===== config.mk =====
export PLATFORM = sky130hd
export DESIGN_NAME = block_transfer_deframer
export DESIGN_NICKNAME = d
export VERILOG_FILES = /design/src/rtl/btd_pkg.sv /design/src/rtl/btd_step.sv /design/src/rtl/block_transfer_deframer.sv
export SDC_FILE = /design/constraint.sdc
export NUM_CORES = 1
export LEC_CHECK = 0
export BUFFER_PORTS_ARGS = -buffer_cell sky130_fd_sc_hd__buf_4
export CAP_MARGIN = 5
export CORE_ASPECT_RATIO = 0.6
export CORE_MARGIN = 2
export CORE_UTILIZATION = 55
export DETAILED_ROUTE_END_ITERATION = 6
export PLACE_DENSITY = 0.76
export SLEW_MARGIN = 10
export SYNTH_ARGS = -nofsm -noshare
export SYNTH_HDL_FRONTEND = slang
export SYNTH_SLANG_ARGS = --single-unit

===== constraint.sdc =====
create_clock -name clk -period 3.2 [get_ports clk]
set_input_delay 0.32 -clock clk [delete_from_list [all_inputs] [get_ports clk]]
set_output_delay 0.32 -clock clk [all_outputs]
set_load 0.01 [all_outputs]

===== src/rtl/btd_pkg.sv =====
`default_nettype none

package btd_pkg;

  localparam int BLOCK_BYTES   = 512;
  localparam int TRAILER_BYTES = 2;

  localparam int CNT_W = 10;
  localparam int SEQ_W = 8;

  localparam logic [7:0] BYTE_SOH = 8'h01;
  localparam logic [7:0] BYTE_EOT = 8'h04;
  localparam logic [8:0] CSEQ_SUM = 9'd255;

  localparam logic [2:0] PH_STOPPED  = 3'd0;
  localparam logic [2:0] PH_BOUNDARY = 3'd1;
  localparam logic [2:0] PH_SEQ      = 3'd2;
  localparam logic [2:0] PH_CSEQ     = 3'd3;
  localparam logic [2:0] PH_PAYLOAD  = 3'd4;
  localparam logic [2:0] PH_TRAILER  = 3'd5;

  localparam logic [2:0] KIND_NONE      = 3'd0;
  localparam logic [2:0] KIND_PAYLOAD   = 3'd1;
  localparam logic [2:0] KIND_BLOCK_ACK = 3'd2;
  localparam logic [2:0] KIND_END_ACK   = 3'd3;
  localparam logic [2:0] KIND_ERROR     = 3'd4;

  localparam logic [CNT_W:0] BLOCK_LAST   = (CNT_W+1)'(BLOCK_BYTES);
  localparam logic [CNT_W:0] TRAILER_LAST = (CNT_W+1)'(TRAILER_BYTES);
  localparam logic [SEQ_W-1:0] SEQ_FIRST  = SEQ_W'(1);

  typedef struct packed {
    logic [2:0]       phase;
    logic [SEQ_W-1:0] seq;
    logic [CNT_W-1:0] count;
  } btd_state_t;

endpackage

`default_nettype wire


===== src/rtl/btd_step.sv =====
`default_nettype none

module btd_step
  import btd_pkg::*;
(
  input  wire btd_state_t cur,
  input  wire             func,
  input  wire [7:0]       rx_byte,
  output btd_state_t      nxt,
  output logic [2:0]      kind,
  output logic [7:0]      ob
);

  logic [CNT_W:0] cnt_inc;
  logic [8:0]     cseq_sum;

  assign cnt_inc  = {1'b0, cur.count} + (CNT_W+1)'(1);
  assign cseq_sum = {1'b0, rx_byte} + {1'b0, cur.seq};

  always_comb begin
    nxt  = cur;
    kind = KIND_NONE;
    ob   = 8'd0;
    if (func) begin
      nxt.phase = PH_BOUNDARY;
      nxt.seq   = SEQ_FIRST;
      nxt.count = '0;
    end else begin
      unique case (cur.phase)
        PH_BOUNDARY: begin
          if (rx_byte == BYTE_EOT) begin
            kind      = KIND_END_ACK;
            nxt.phase = PH_STOPPED;
          end else if (rx_byte == BYTE_SOH) begin
            nxt.phase = PH_SEQ;
          end else begin
            kind      = KIND_ERROR;
            nxt.phase = PH_STOPPED;
          end
        end
        PH_SEQ: begin
          if (rx_byte == cur.seq) begin
            nxt.phase = PH_CSEQ;
          end else begin
            kind      = KIND_ERROR;
            nxt.phase = PH_STOPPED;
          end
        end
        PH_CSEQ: begin
          if (cseq_sum == CSEQ_SUM) begin
            nxt.phase = PH_PAYLOAD;
            nxt.count = '0;
          end else begin
            kind      = KIND_ERROR;
            nxt.phase = PH_STOPPED;
          end
        end
        PH_PAYLOAD: begin
          kind = KIND_PAYLOAD;
          ob   = rx_byte;
          if (cnt_inc >= BLOCK_LAST) begin
            nxt.count = '0;
            if (TRAILER_BYTES == 0) begin
              // no trailer: ack rides on the last payload byte
              kind      = KIND_BLOCK_ACK;
              nxt.seq   = cur.seq + SEQ_W'(1);
              nxt.phase = PH_BOUNDARY;
            end else begin
              nxt.phase = PH_TRAILER;
            end
          end else begin
            nxt.count = cnt_inc[CNT_W-1:0];
          end
        end
        PH_TRAILER: begin
          if (cnt_inc >= TRAILER_LAST) begin
            kind      = KIND_BLOCK_ACK;
            nxt.seq   = cur.seq + SEQ_W'(1);
            nxt.count = '0;
            nxt.phase = PH_BOUNDARY;
          end else begin
            nxt.count = cnt_inc[CNT_W-1:0];
          end
        end
        default: begin
          // stopped: drop the byte
        end
      endcase
    end
  end

endmodule

`default_nettype wire


===== src/rtl/block_transfer_deframer.sv =====
`default_nettype none

// Block transfer deframer: takes one byte-stream transfer per cycle, unless
// stalled, and gives one result per input transfer.
// Input channel: in_valid/in_ready with in_func (1 = start a new transfer,
// 0 = received byte) and in_rx_byte.
// Result channel: out_valid/out_ready with out_byte (payload byte), out_kind
// (none, payload, block ack, end ack, error) and out_block_number (the
// expected block number after this byte).
// Each input transfer is held in the input register, then moves to the
// result register, where the framing state advances as the result is
// loaded; a stalled result register keeps it in the input register.
// Throughput: one transfer per cycle unless stalled; the framing state update
// is a single compare and count step, so consecutive bytes need no gap.
// Reset (rst_n low, synchronous) empties both registers and puts the
// receiver in the stopped phase with block number 1; bytes are ignored until
// a start transfer.
// When the receiver stalls, the result register holds, the input register
// fills, and in_ready drops until out_ready returns. Nothing is lost.

module block_transfer_deframer
  import btd_pkg::*;
(
  input  wire        clk,
  input  wire        rst_n,
  input  wire        in_valid,
  output logic       in_ready,
  input  wire        in_func,
  input  wire [7:0]  in_rx_byte,
  output logic       out_valid,
  input  wire        out_ready,
  output logic [7:0] out_byte,
  output logic [2:0] out_kind,
  output logic [7:0] out_block_number
);

  logic       in_valid_r;
  logic       func_r;
  logic [7:0] rx_byte_r;

  btd_state_t st_r;
  btd_state_t st_nxt;

  logic       out_valid_r;
  logic [7:0] ob_r;
  logic [2:0] kind_r;
  logic [7:0] bn_r;

  logic [7:0] ob_nxt;
  logic [2:0] kind_nxt;
  logic       adv;

  assign adv      = in_valid_r && (!out_valid_r || out_ready);
  assign in_ready = !in_valid_r || adv;

  btd_step u_step (
    .cur     (st_r),
    .func    (func_r),
    .rx_byte (rx_byte_r),
    .nxt     (st_nxt),
    .kind    (kind_nxt),
    .ob      (ob_nxt)
  );

  always_ff @(posedge clk) begin
    if (!rst_n) begin
      in_valid_r <= 1'b0;
    end else if (in_ready) begin
      in_valid_r <= in_valid;
    end
  end

  always_ff @(posedge clk) begin
    if (in_ready && in_valid) begin
      func_r    <= in_func;
      rx_byte_r <= in_rx_byte;
    end
  end

  always_ff @(posedge clk) begin
    if (!rst_n) begin
      st_r.phase <= PH_STOPPED;
      st_r.seq   <= SEQ_FIRST;
      st_r.count <= '0;
    end else if (adv) begin
      st_r <= st_nxt;
    end
  end

  always_ff @(posedge clk) begin
    if (!rst_n) begin
      out_valid_r <= 1'b0;
    end else if (adv) begin
      out_valid_r <= 1'b1;
    end else if (out_ready) begin
      out_valid_r <= 1'b0;
    end
  end

  always_ff @(posedge clk) begin
    if (adv) begin
      ob_r   <= ob_nxt;
      kind_r <= kind_nxt;
      bn_r   <= st_nxt.seq;
    end
  end

  assign out_valid        = out_valid_r;
  assign out_byte         = ob_r;
  assign out_kind         = kind_r;
  assign out_block_number = bn_r;

  a_count_range: assert property (@(posedge clk) disable iff (!rst_n)
    ({1'b0, st_r.count} < BLOCK_LAST))
    else $error("byte count past block size");

  a_ack_boundary: assert property (@(posedge clk) disable iff (!rst_n)
    (out_valid_r && kind_r == KIND_BLOCK_ACK) |-> (st_r.phase == PH_BOUNDARY))
    else $error("block ack without return to boundary");

  a_stop_on_end: assert property (@(posedge clk) disable iff (!rst_n)
    (out_valid_r && (kind_r == KIND_END_ACK || kind_r == KIND_ERROR))
      |-> (st_r.phase == PH_STOPPED))
    else $error("end or error without stop");

  a_bn_tracks: assert property (@(posedge clk) disable iff (!rst_n)
    out_valid_r |-> (bn_r == st_r.seq))
    else $error("block number out of step with state");

endmodule

`default_nettype wire


# Yosys cells after proc, flatten, opt, wreduce, memory -nomap -nowiden
# Cells that the tools add are included.
[word_totals]
out_inout_bits = 21
register_bits = 51
input_bits = 13
word_cells = 61
[classes]
bitwise_logic = 1
n_eq_ne = 12
n_addsub = 3
muxes = 21
n_reduce_logical = 12
order_cmp = 2
[ops]
columns = ["op", "n"]
rows = [
  ["10-bit two-way mux", 3],
  ["10-bit one-hot mux with 3 select lines", 1],
  ["3-bit one-hot mux with 5 select lines", 2],
  ["21-bit two-way mux", 1],
  ["3-bit two-way mux", 6],
  ["10-bit by 1-bit adder with 11-bit output (second input constant)", 1],
  ["11-bit by 10-bit >= comparator with 1-bit output (second input constant)", 1],
  ["11-bit by 2-bit >= comparator with 1-bit output (second input constant)", 1],
  ["11-bit two-way mux", 1],
  ["8-bit by 8-bit adder with 9-bit output", 1],
  ["9-bit by 8-bit == test with 1-bit output (second input constant)", 1],
  ["3-bit by 2-bit inequality test with 1-bit output (second input constant)", 3],
  ["8-bit by 1-bit adder with 8-bit output (second input constant)", 1],
  ["8-bit by 1-bit == test with 1-bit output (second input constant)", 1],
  ["8-bit by 3-bit == test with 1-bit output (second input constant)", 1],
  ["8-bit == test", 1],
  ["2-bit two-way mux", 4],
  ["8-bit two-way mux", 1],
  ["3-bit by 2-bit == test with 1-bit output (second input constant)", 2],
  ["3-bit == test (second input constant)", 2],
  ["6-bit nonzero test", 1],
  ["4-bit AND reduction", 1],
  ["4-bit nonzero test", 1],
  ["3-bit by 1-bit == test with 1-bit output (second input constant)", 1],
  ["other kinds (8)", 12],
]

# Depth between registers and ports, before layout
# Gate-level depths: netlist (run 1).
[logic_depth]
depth_word = 5
depth_mapped = 10

# Modules after synthesis
# A second synthesis (run 1) with hierarchy kept.
[unflattened]
cells_unflattened = 307
area_unflattened_um2 = 3014.1
[modules_own_cells]
columns = ["module", "n_inst", "area_per_inst_um2", "cells_per_inst"]
rows = [
  ["block_transfer_deframer", 1, 1791.7, 129],
  ["btd_step", 1, 1222.4, 178],
]

# Worst setup path before layout (run 1)
# No wires, ideal clock.
[synth_path]
path_kind = "flip-flop to flip-flop"
start = "reg st_r[0] in the netlist's numbering"
end = "reg st_r[6] in the netlist's numbering"
path_stages_with_launch = 11
setup_ns = 0.070
t_arrival_ns = 2.498
period_less_slack_ns = 2.568
slack_ns = 0.632
cell_sequence = "dfxtp_1 -> ha_1 -> clkbuf_1 -> xor2_1 -> nor4_1 -> o22a_2 -> a21boi_2 -> or3_1 -> buf_6 -> or4_1 -> a21boi_1"
[synth_via]
elab_chain_len = 5
[synth_rtl]
columns = ["item", "line", "text"]
rows = [
  ["start: declaration", "block_transfer_deframer.sv:41", "btd_state_t st_r;"],
  ["start signal: assignment", "block_transfer_deframer.sv:86", "st_r <= st_nxt;"],
  ["10-bit by 1-bit adder with 11-bit output (*)", "btd_step.sv:17", "assign cnt_inc = {1'b0, cur.count} + (CNT_W+1)'(1);"],
  ["11-bit by 2-bit >= comparator with 1-bit output or 11-bit by 10-bit >= comparator with 1-bit output (tied branches)", "btd_step.sv:76, btd_step.sv:61", ""],
  ["10-bit two-way mux (on tied branches)", "btd_step.sv:76, btd_step.sv:61", ""],
  ["10-bit one-hot mux with 3 select lines (*)", "btd_step.sv:29", "unique case (cur.phase)"],
  ["21-bit two-way mux (*)", "btd_step.sv:24", "if (func) begin"],
]
# Every way passes the cells marked *; elsewhere a longest branch is shown, timed or not.
# A chain may end at the register's enable or synchronous reset.

# Final worst setup path (run 1)
[layout_path]
start = "reg rx_byte_r[0]"
end = "reg st_r[8] in the netlist's numbering"
[layout_via]
elab_chain_len = 4
[layout_rtl]
columns = ["item", "line", "text"]
rows = [
  ["start: declaration", "block_transfer_deframer.sv:39", "logic [7:0] rx_byte_r;"],
  ["start signal: assignment", "block_transfer_deframer.sv:76", "rx_byte_r <= in_rx_byte;"],
  ["8-bit by 8-bit adder with 9-bit output", "btd_step.sv:18", "assign cseq_sum = {1'b0, rx_byte} + {1'b0, cur.seq};"],
  ["9-bit by 8-bit == test with 1-bit output", "btd_step.sv:50", "if (cseq_sum == CSEQ_SUM) begin"],
  ["3-bit by 2-bit inequality test with 1-bit output (no source line)", "n/a", ""],
  ["3-bit AND reduction (no source line)", "n/a", ""],
]
# Every way passes these cells.

==> metrics list, run 1 <==
* Violation count after the first detailed-route iteration: 239
- Status: finished, final reports clean
- Effective utilization at floorplan: 56.8%
- Worst setup skew after layout: between 0.009 and 0.01 ns
- Across every metal layer, demand over resource in global routing totals between 20% and 30%.
* Share of cells above drive strength 1: approximately 17%
- The setup check on the worst reg-to-reg path leaves a slack of approximately 0.37 ns.
- The final layout contains ~340 nets.
- Counting distinct cell types in the post-synthesis netlist gives between 60 and 70.
- Signal arrival time at the worst endpoint: slightly above 3 ns
* Post-Place Cells: approximately 380
* Die Area: about 0.0058 mm^2
* Wl on met1: between 3000 and 4000 um
- For the worst setup path, the data required time is around 3.4 ns.
* Number of antenna diodes: 0
- Once the clock tree was built, the setup fixing pass inserted 0 buffers.
* Area grow syn2layout: 13.0%
- Power spread over the standard cell area amounts to between 300 and 400 mW/mm^2.
- The die is 59.8 um tall.
- Count of buffers inserted at the top-level ports: 33
- Maximum number of pins on one net before global-route repair: 27
* Routability congestion estimate: about 0.86
- Setup repair after global routing missed its margin: false
- Synth Instances: ~290
* Syn_area_per_cell: around 10 um^2
- Clock period minus final worst setup slack: about 2.8 ns
* Area share of the largest cell type after synthesis: between 20% and 30%
- After detailed routing, the number of remaining DRC violations is 0.
- Cell area after layout: 0.00323 mm^2
- For this run, the number of standard cells in the final layout without fillers is roughly 390.
- After clock tree synthesis, the repair step resized 0 gates.
- Total Negative Setup Slacks: 0 ns
- Max-slew violations: 0
- Number of flops mapped to enable cells by yosys: 28
- In this run, CTS created clock tree buffers numbering 5.
* Biggest area consumer among synthesized cells: edfxtp_1
- Initial antenna violation count: 0
- Clock-pin slew was measured on the worst setup and hold paths at 0.09 ns.
- The core region is 0.00503 mm^2.
- Along the worst path, the maximum fanout reaches 7.
* CTS tree: done
* WHS Path Cells: 1
- The detail route stage leaves a number of antenna-violating nets equal to 0.
- Clock tree buffer depth: 2
- Leaving out fill and tap cells, the most frequent cell in the layout is buf_4.
- The worst setup path is launched from a register.
- First-pass GRT wire length: approximately 10000 um
- Via/cell ratio: 6.10
* Synthesized cell area: 0.00286 mm^2
* Total gr overflow: 0
- YS warnings: 0
- The worst path uses between 80 and 90% of the clock period.
- Clock tree synthesis selected as its root buffer the cell clkbuf_8.
- Across the VDD grid, the largest voltage drop is 242 uV.
* Cts-stage hold buffer count: 0
* Detailed placer's ending HPWL: a little under 5000 um
- Most used cells in the layout excluding fill and tap cells: buf_4 (36), edfxtp_1 (28), nor2_1 (23), dfxtp_1 (23), a21oi_1 (17)
* Total number of vias: about 2400
- Total number of clock tree sinks: 51
- Measured against its own limit, the worst slew margin works out to between 40% and 50%.
- I/O pins: 34
- The clock tree synthesis step divided the H-tree into 2 levels.
- The routed design uses ~2400 um of met2 wire.
* Predominant post-synthesis flop cell: edfxtp_1
- Total of flip-flops plus latches after synthesis: between 50 and 60
- Clock latency on the worst-skew pair: around 0.3 ns
* Post-synthesis net count: around 310
- The via count of the first global-routing pass was between 1500 and 2000.
- The routed design uses 764 um of met3 wire.
- The first detailed-routing pass took 5 iterations.
* Type of the worst min-delay path: input port to register
* Final routed wirelength across all metal layers: about 6500 um
- For the pin with the worst max-slew slack, the measured transition is 0.816 ns.
- The critical path in this run is classified as register to register.
- The highest layer touched by signal routing is met4.
* Setup Viol. Count Final: 0
- Summed over all cells, the static leakage comes to about 1.2 nW.
- STA classifies the critical path endpoint as a register.
* Leading post-synthesis cells by cell area: edfxtp_1 (29%), dfxtp_1 (16%), ha_1 (4.8%), nor2_1 (3.0%), a21oi_1 (3.0%)
* Logic depth of the worst register-to-register path: 10
- Sequential cells were found to cover a little under half of the synthesized design area.
* Dpl cell area: ~0.0031 mm^2
- Dividing the detail-routed wire length by the instance count gives 16.7 um.
* Ys async rst share: 0%
- Row generation in the floorplan step produced 20 rows.
- Die outline width: ~97 um
- The final-report hold violation count is 0.
- Maximum clock frequency: 354 MHz
- Max Cap Violations: 0
[final timing paths]
path                                    start            to
worst max-delay path             rx_byte_r[0]       st_r[8]
worst min-delay path            in_rx_byte[4]  rx_byte_r[4]
worst max register to register   rx_byte_r[0]       st_r[8]
worst min register to register     in_valid_r     out_valid
[logic make-up (layout without fill, tap and decap cells)]
logic type / after synthesis / in the layout / share of synthesized area, %
AO/OA/AOI/OAI: 68 / 68 / 16.5
XOR/XNOR: 12 / 12 / 3.68
adder cells (fa/ha/maj): 12 / 12 / 5.52
buffers and inverters: 24 / 55 / 3.68
flip-flops: 51 / 51 / 45.6
multiplexers: 6 / 6 / 2.58
AND/OR/NAND/NOR: 116 / 116 / 22.5
[state kept, by name (all words and copies together), names as in the netlist]
signal	cells
out_kind	3
out_block_number	8
out_valid	1
in_valid_r	1
st_r	21
rx_byte_r	8
out_byte	8
func_r	1
[cell usage after synthesis, types with 2 or more instances]
| master | number |
|---|---|
| o21a_1 | 8 |
| inv_1 | 10 |
| nand2_1 | 15 |
| nor2_1 | 23 |
| buf_4 | 2 |
| o21ai_0 | 10 |
| a211oi_1 | 5 |
| a21boi_0 | 3 |
| or3_1 | 7 |
| nor3b_1 | 3 |
| clkbuf_1 | 9 |
| nor4_1 | 7 |
| ha_1 | 11 |
| nor2b_1 | 8 |
| a21o_1 | 2 |
| nand2b_1 | 4 |
| xnor2_1 | 3 |
| nand3_1 | 6 |
| nor3_1 | 12 |
| a31oi_1 | 2 |
| and2_1 | 10 |
| a211o_1 | 2 |
| o31ai_1 | 2 |
| o211a_1 | 3 |
| mux2i_1 | 4 |
| or4_1 | 2 |
| xor2_1 | 9 |
| dfxtp_1 | 23 |
| edfxtp_1 | 28 |
| nand4_1 | 6 |
| a21oi_1 | 17 |
| and3_1 | 4 |
[metal layers]
metal  track usage, %  up-vias
met2             28.5      139
met4             4.83        0
met5                0        -
li1                 -     1134
met3             6.90        5
met1             39.2     1078
[final cells by class]
class | instances | area, um^2
Sequential cell | 51 | 1300
Clock buffer | 7 | 76.3
Timing Repair Buffer | 36 | 270
Tap cell | 66 | 82.6
Fill cell | 422 | 1800
Clock inverter | 1 | 5.00
Multi-Input combinational cell | 214 | 1450
Inverter | 11 | 41.3
[per-stage QoR]
| step | setup slack [ns] | utilization [%] | power (W) | hold WS [ns] |
|---|---|---|---|---|
| floorplan | 0.632 | - | 0.000792 | 0.419 |
| global placement | 0.481 | 62.5 | 0.000839 | 0.498 |
| detailed placement | 0.371 | 62.5 | 0.000839 | 0.500 |
| CTS | 0.344 | 64.2 | 0.00119 | 0.180 |
| global route | 0.0918 | 64.2 | 0.00123 | 0.169 |
| finish | 0.371 | 64.2 | 0.00118 | 0.185 |
[worst max-delay path: stages (launching register included)]
cell	delay, ns
edfxtp_1	0.43
ha_1	0.24
inv_1	0.07
fa_1	0.40
nor4bb_1	0.32
nand4_1	0.12
a211oi_1	0.27
nand4_1	0.21
a21o_1	0.28
o21a_1	0.21
o21a_1	0.18
[report_power, final]
group | switching (W) | total (W) | leakage (nW) | internal, W
combinational | 0.0000580 | 0.000102 | 0.696 | 0.0000442
sequential | 0.0000134 | 0.000722 | 0.448 | 0.000709
clock | 0.000201 | 0.000354 | 0.0384 | 0.000153
(Power assumes the default switching activity.)
==> run 2: changes to the inputs <==
PLACE_DENSITY = unset   (was 0.76)
PLACE_DENSITY_LB_ADDON = 0.12   (was unset)
SKIP_LAST_GASP = 1   (was unset)
clock period = 2.9 ns   (was 3.2 ns; I/O delays follow)
==> run 2 against run 1 <==
- largest power group unchanged
- sequential power grew 10%
- die area unchanged
- clock power increased by 37%
- routed wire length fell by 2.0%
- via count is 2.5% higher
- sequential share of layout area down 1.3 points
==> metrics list, run 2 (synthesis gave the netlist of run 1 again) <==
- The run finished with clean final reports.
* Cell area after layout: 0.00333 mm^2 (+3.2%)
- The number of max-slew violations in the final report was 0 (unchanged).
- Final routed wirelength across all metal layers: 6330 um (-2.0%)
- Worst-path cell chain: ha_2 > inv_1 > fa_1 > nor4bb_2 > nand4_1 > a211oi_2 > nand4_1 > a21o_1 > buf_4 > nor2_1 > o22ai_1
* Hold Startpoint: in_rx_byte[4]
* Rel. slew slack: 65.5% (+20 points)
* Setup repair after global routing missed its margin: false
- The worst supply voltage drop on vdd was 233 uV (-3.9%).
- Detailed placer's ending HPWL: 4710 um (-4.1%)
- Master of the slowest instance on the critical path: edfxtp_1
- Clock tree buffer depth: 2 (unchanged)
- The sequential share of power came to 56.9% (-4.4 points).
* Reg-to-reg startpoint: rx_byte_r[0]
- The internal power consumption came to 0.00109 W (+20%).
- Total gr overflow: 0 (unchanged)
- Final worst-path cycle share: 96.6% (+8.2 points)
- The total die area is 0.00580 mm^2 (unchanged).
- The quantity of I/O buffers inserted on ports is 33 (unchanged).
* Num CTS Buffers: 5 (unchanged)
- The first-pass detailed-route iteration total came to 5 (unchanged).
- Reg clk slew, reported paths: 0.09 ns (about the same)
* Antenna violation net count after detailed routing: 0 (unchanged)
- The maximum number of pins on one net before global-route repair came to 27 (unchanged).
- The worst hold margin was 0.158 ns (-0.0265 ns).
- The clock power share was 34.6% (+4.6 points).
* Type of the worst min-delay path: input port to register
- The data required time of the critical path was 3.09 ns (-0.31 ns).
- CTS tree: done
* Flip-flop count of the largest register, all copies and words added: 21 (unchanged)
- The area used by sequential logic in the layout is 0.00130 mm^2 (unchanged).
- The core outline area came to 0.00503 mm^2 (unchanged).
* Cts-stage hold buffer count: 0 (unchanged)
- Clock root cell: clkbuf_8
* # rows: 20 (unchanged)
- The largest fanout of any net on the critical path came to 6 (-1).
- Max Cap Violations: 0 (unchanged)
- Overall routing resource usage: 22.5% (-0.99 points)
- The part of the power in combinational logic was 8.6% (about the same).
* Sw frac: 22.3% (-0.83 points)
- Total number of vias: 2416 (+2.5%)
- The cell leakage power came to 1.24 nW (+4.6%).
- The biggest cell delay along the critical path came to 0.43 ns (about the same).
- Via count of the first global-routing pass: 1936 (-0.31%)
* Signal arrival time at the worst endpoint: 2.99 ns (-0.04 ns)
* Number of antenna diodes: 0 (unchanged)
- Element type at the critical path start: register
* Initial antenna violation count: 0 (unchanged)
- The chip height came to 59.8 um (unchanged).
- First-pass GRT wire length: 10100 um (-3.0%)
- The wire length per cell after detailed routing came to 16.1 um (-4.0%).
- CTS HTree Levels: 2 (unchanged)
- Filler Cells Inserted: 411 (-2.6%)
* Power consumption: 0.00140 W (+19%)
- WHS Path Cells: 1 (unchanged)
- Switching pwr: 0.000312 W (+15%)
- The post-detailed-placement cell area was 0.00318 mm^2 (+1.2%).
* Area grow syn2layout: 16.6%
- Clock period minus final worst setup slack: 2.80 ns (-0.0267 ns)
- The multi-input gate area in the final layout is 0.00147 mm^2 (+1.2%).
* Commonest non-fill, non-tap cell in the layout: buf_4
- The final-report hold violation count came to 0 (unchanged).
* Setup Viol. Count Final: 0 (unchanged)
- The final estimated routing congestion in global placement came to 0.900 (+4.3%).
* Effective utilization at floorplan: 56.8% (unchanged)
- Register-to-register setup slack: 0.1 ns (-0.27 ns)
* Most used cells in the layout excluding fill and tap cells: buf_4 (44), edfxtp_1 (28), nor2_1 (23), dfxtp_1 (23), a21oi_1 (16)
* Share of cells above drive strength 1: 20.7% (+3.5 points)
* Post-layout net count: 352 (+2.3%)
* Clock latency on the worst-skew pair: 0.30 ns (about the same)
- The width of the die is 97.0 um (unchanged).
- Power density relative to cell area: 420 mW/mm^2 (+15%)
* End of the worst hold path: rx_byte_r[4]
- The number of ports placed on the die boundary was 34 (unchanged).
- The number of DRC violations after detailed routing came to 0 (unchanged).
- The count of routing violations after the opening detailed-route iteration is 224 (-6.3%).
- Among the stages of the critical path, the cell type that occurs most often is nand4_1.
* Maximum clock frequency: 357 MHz (+0.95%)
- Total Negative Setup Slacks: 0 ns (unchanged)
- Counting flops per register, the top entry is st_r.
* Logic depth of the worst register-to-register path: 11 (+1)
- Total number of clock tree sinks: 51 (unchanged)
* Type of destination of the critical path: register
* Type of the setup path with the least slack: register to register
* Worst flop-to-flop path endpoint: st_r[2]
* Transition time at the pin with the least slew margin: 0.516 ns (-0.300 ns)
* Via/cell ratio: 6.13 (+0.46%)
- The clock skew was 0.00677 ns (-0.00234 ns).
==> run 2: cell count changes in the layout (fill, tap and decap cells not counted), sizes merged <==
cell	delta
buf	+8
clkinv	+2
clkinvlp	-1
clkbuf	-2
bufinv	+1
==> run 2: worst max-delay path by stage <==
stage | start | to | slack, ns | depth (start not counted)
6_report | rx_byte_r[0] | st_r[2] | 0.1 | 11
5_1_grt | rx_byte_r[0] | st_r[3] | 0.01 | 10
4_1_cts | rx_byte_r[0] | st_r[7] | 0.09 | 10
3_5_place_dp | rx_byte_r[0] | st_r[5] | 0.12 | 10
3_3_place_gp | rx_byte_r[0] | st_r[5] | 0.24 | 10
2_1_floorplan | st_r[0] | st_r[6] | 0.33 | 10
==> run 2: layout make-up <==
class,count,share of cell area (%)
inverters,11,1.24
repair buffers,44,9.92
clock buffers,5,2.07
flip-flops and latches,51,39.1
multi-input cells,214,44.1
well taps,66,2.48
clock inverters,3,1.16
==> run 2: through the flow <==
stage | cells | setup slack [ns] | util, %
2_1_floorplan | 289 | 0.332 | -
6_report | 394 | 0.0978 | 66.2
4_1_cts | 391 | 0.0939 | 65.4
3_5_place_dp | 383 | 0.117 | 63.3
5_1_grt | 394 | 0.0142 | 66.2
3_3_place_gp | 383 | 0.237 | 63.3
==> run 2: worst max-delay path: cells and delay by family, from the launching register on <==
kind                     cells  cell delay, ns
buffers and inverters        2            0.23
AND/OR/NAND/NOR              4            0.75
flip-flops                   1            0.43
adder cells (fa/ha/maj)      2            0.65
AO/OA/AOI/OAI                3            0.63
==> run 2: power groups by stage <==
stage | combinational [W] | clock [W] | sequential, W
after detailed placement | 0.000114 | 0 | 0.000813
after CTS | 0.000114 | 0.000494 | 0.000796
after global placement | 0.000113 | 0 | 0.000812
after floorplan | 0.0000606 | 0 | 0.000814
after global routing | 0.000130 | 0.000518 | 0.000799
final | 0.000120 | 0.000484 | 0.000796
==> run 2: metal layers <==
metal  track usage (%)  wire [um]
met2              29.3       2420
met5                 0          0
met3              5.26        584
met1              37.0       3290
met4              4.23         37
==> run 2: timing repair <==
action / 4_1_cts / 5_1_grt
endpoints found under the setup margin: 0 / 7
gates resized for setup: 0 / 4
setup buffers: 0 / 3
==> run 3: changes to the inputs <==
clock period = 3.65 ns   (was 2.9 ns; I/O delays follow)
==> run 3 against run 2 <==
- utilization is 2.0 points lower
- combinational power is 24% lower
- worst hold slack better by 0.068 ns
- global-route usage is 0.84 points higher
- register-to-register slack better by 0.66 ns
- largest cell class unchanged
- non-clock buffer count is 9 lower
- sequential power is 20% lower
==> metrics list, run 3 (synthesis gave the netlist of run 1 again) <==
* Status: finished, final reports clean
- Switching pwr: 0.000243 W (-22%)
* Footprint of the multi-input gates: 0.00145 mm^2 (-1.2%)
* Clock share of power: 31.4% (-3.2 points)
* Clock tree buffer depth: 2 (unchanged)
* Top layer in use: met4
- The number of max-slew violations in the final report is 0 (unchanged).
* Cts repair resizes: 0 (unchanged)
* Via/cell ratio: 6.06 (-1.1%)
- I/O pins: 34 (unchanged)
- The met1 wire length came to 3310 um (+0.70%).
- The register-to-register path setup slack was 0.76 ns (+0.66 ns).
- Highest net fanout along the worst path: 4 (-2)
- CTS tree: done
- The sum of net half-perimeters after detailed placement was 4670 um (-0.95%).
* Most used cells in the layout excluding fill and tap cells: buf_4 (35), edfxtp_1 (28), nor2_1 (23), dfxtp_1 (23), a21oi_1 (17)
- Number of iterations in the first detailed-routing pass: 6 (+1)
- The number of cells in the design after placement was 377 (-1.6%).
- STA classifies the critical path startpoint as a register.
- Worst flop-to-flop path endpoint: st_r[7]
* Total Negative Setup Slacks: 0 ns (unchanged)
- The number of placement rows was 20 (unchanged).
- The actual slew at the worst max-slew pin is 0.946 ns (+0.430 ns).
- The internal power consumption was 0.000813 W (-25%).
- The count of cells along the worst register-to-register path came to 10 (-1).
- Type of the setup path with the least slack: register to register
* Sequential cell area: 0.00130 mm^2 (unchanged)
- The min-delay analysis places its worst path in the category input port to register.
- Average routed wire per standard cell: 16.5 um (+2.6%)
- The flip-flop count of the largest register after layout came to 21 (unchanged).
- Filler Cells Inserted: 423 (+2.9%)
* WHS Path Cells: 1 (unchanged)
- The total clock sinks was 51 (unchanged).
- Share of cells above drive strength 1: 16.9% (-3.8 points)
- The data required time of the critical path came to 3.86 ns (+0.77 ns).
* Proportion of power drawn by flip-flops and latches: 60.0% (+3.1 points)
* DRC: 0 (unchanged)
- The met3 wire length was 680 um (+16%).
* CTS HTree Levels: 2 (unchanged)
* Maximum clock frequency: 346 MHz (-3.0%)
* Maximum number of pins on one net before global-route repair: 27 (unchanged)
- The via count of the routed design came to 2334 (-3.4%).
* Signal arrival time at the worst endpoint: 3.10 ns (+0.11 ns)
- Largest register by flop count: st_r
* Cell Count, Final, Fillers Out: 385 (-2.3%)
- The total of hold buffers inserted after clock tree synthesis was 0 (unchanged).
- The total power per unit cell area is 327 mW/mm^2 (-22%).
- Max Cap Violations: 0 (unchanged)
- Final worst-path cycle share: 79.1% (-17 points)
- First-pass GRT wire length: 10500 um (+3.6%)
* Hold Startpoint: in_rx_byte[4]
- The quantity of I/O buffers inserted on ports came to 33 (unchanged).
- The final-stage net count was 343 (-2.6%).
* Total leakage power: 1.19 nW (-4.1%)
- The part of the power in combinational logic is 8.6% (about the same).
* CORE AREA: 0.00503 mm^2 (unchanged)
- The shortest clock period the worst path allows after layout is 2.89 ns (+0.0861 ns).
- The total of endpoints with negative setup slack in the final report was 0 (unchanged).
- The total die area is 0.00580 mm^2 (unchanged).
- Initial antenna violation count: 0 (unchanged)
- Reg clk slew, reported paths: 0.09 ns (about the same)
- The final estimated routing congestion in global placement is 0.949 (+5.5%).
* Reg-to-reg startpoint: rx_byte_r[0]
* Chip height: 59.8 um (unchanged)
- Violation count after the first detailed-route iteration: 260 (+16%)
* End of the worst hold path: rx_byte_r[4]
* Setup repair after global routing missed its margin: false
- The total overflow reported by the global router is 0 (unchanged).
- The post-CTS repair timing setup buffer count is 0 (unchanged).
- The total global routing track utilization came to 23.3% (+0.84 points).
- Num CTS Buffers: 5 (unchanged)
- Number of antenna diodes: 0 (unchanged)
- The starting density of the core was 56.8% (unchanged).
* Die outline width: 97.0 um (unchanged)
- The routed wire length on met2 was 2300 um (-5.0%).
* Final Hold Violating Endpoints: 0 (unchanged)
* Area grow syn2layout: 13.0%
* Sw frac: 23.0% (+0.75 points)
- Clock root cell: clkbuf_8
* Via count of the first global-routing pass: 1991 (+2.8%)
- The library cell used most frequently in the layout, excluding fill and tap cells, is buf_4.
* Clock latency on the worst-skew pair: 0.31 ns (about the same)
* Power consumption: 0.00106 W (-25%)
- The tightest slew margin relative to the limit was 36.4% (-29 points).
* Antenna violation net count after detailed routing: 0 (unchanged)
* Final routed wirelength across all metal layers: 6340 um (+0.22%)
* Type of destination of the critical path: register
* Max IR drop VDD: 196 uV (-16%)
- The clock skew is 0.0108 ns (+0.00398 ns).
-- run 3: power by group through the flow --
| stage | registers, W | clock network (W) | logic, W |
|---|---|---|---|
| 3_3_place_gp | 0.000646 | 0 | 0.0000882 |
| 5_1_grt | 0.000636 | 0.000360 | 0.0000992 |
| 3_5_place_dp | 0.000646 | 0 | 0.0000891 |
| 4_1_cts | 0.000633 | 0.000339 | 0.0000895 |
| 6_report | 0.000634 | 0.000332 | 0.0000906 |
| 2_1_floorplan | 0.000646 | 0 | 0.0000481 |
-- run 3: cell type report --
cell class	count	area share [%]
multi-input combinational	214	44.9
inverter	11	1.28
timing repair buffer	35	8.14
sequential	51	40.3
clock buffer	7	2.67
clock inverter	1	0.116
tap	66	2.56
-- run 3: critical path: stages (launching register included) --
cell	delay [ns]
edfxtp_1	0.46
ha_1	0.24
inv_1	0.07
fa_1	0.44
nor4bb_1	0.31
nand4_1	0.14
a211oi_1	0.25
nand4_1	0.20
a21oi_1	0.37
a21oi_1	0.12
o21a_1	0.20
-- run 3: how the worst max path moves through the flow --
stage,from,to,cells after the start
after global routing,st_r[10],st_r[5],10
after CTS,rx_byte_r[0],st_r[8],10
after detailed placement,st_r[10],st_r[8],10
final,rx_byte_r[0],st_r[7],10
after global placement,st_r[10],st_r[4],10
after floorplan,st_r[0],st_r[6],10
-- run 3: stage by stage --
stage	util, %	setup slack, ns	hold WS [ns]	area [um^2]
3_3_place_gp	62.4	0.874	0.508	3140
6_report	64.2	0.762	0.226	3230
3_5_place_dp	62.4	0.844	0.514	3140
2_1_floorplan	-	1.08	0.464	2860
4_1_cts	64.2	0.814	0.220	3230
5_1_grt	64.2	0.475	0.215	3230
-- run 3: metal layers --
layer	vias up	GRT usage, %
met5	-	0
met4	0	4.43
met3	9	5.85
met2	133	29.3
met1	1059	38.9
li1	1133	-
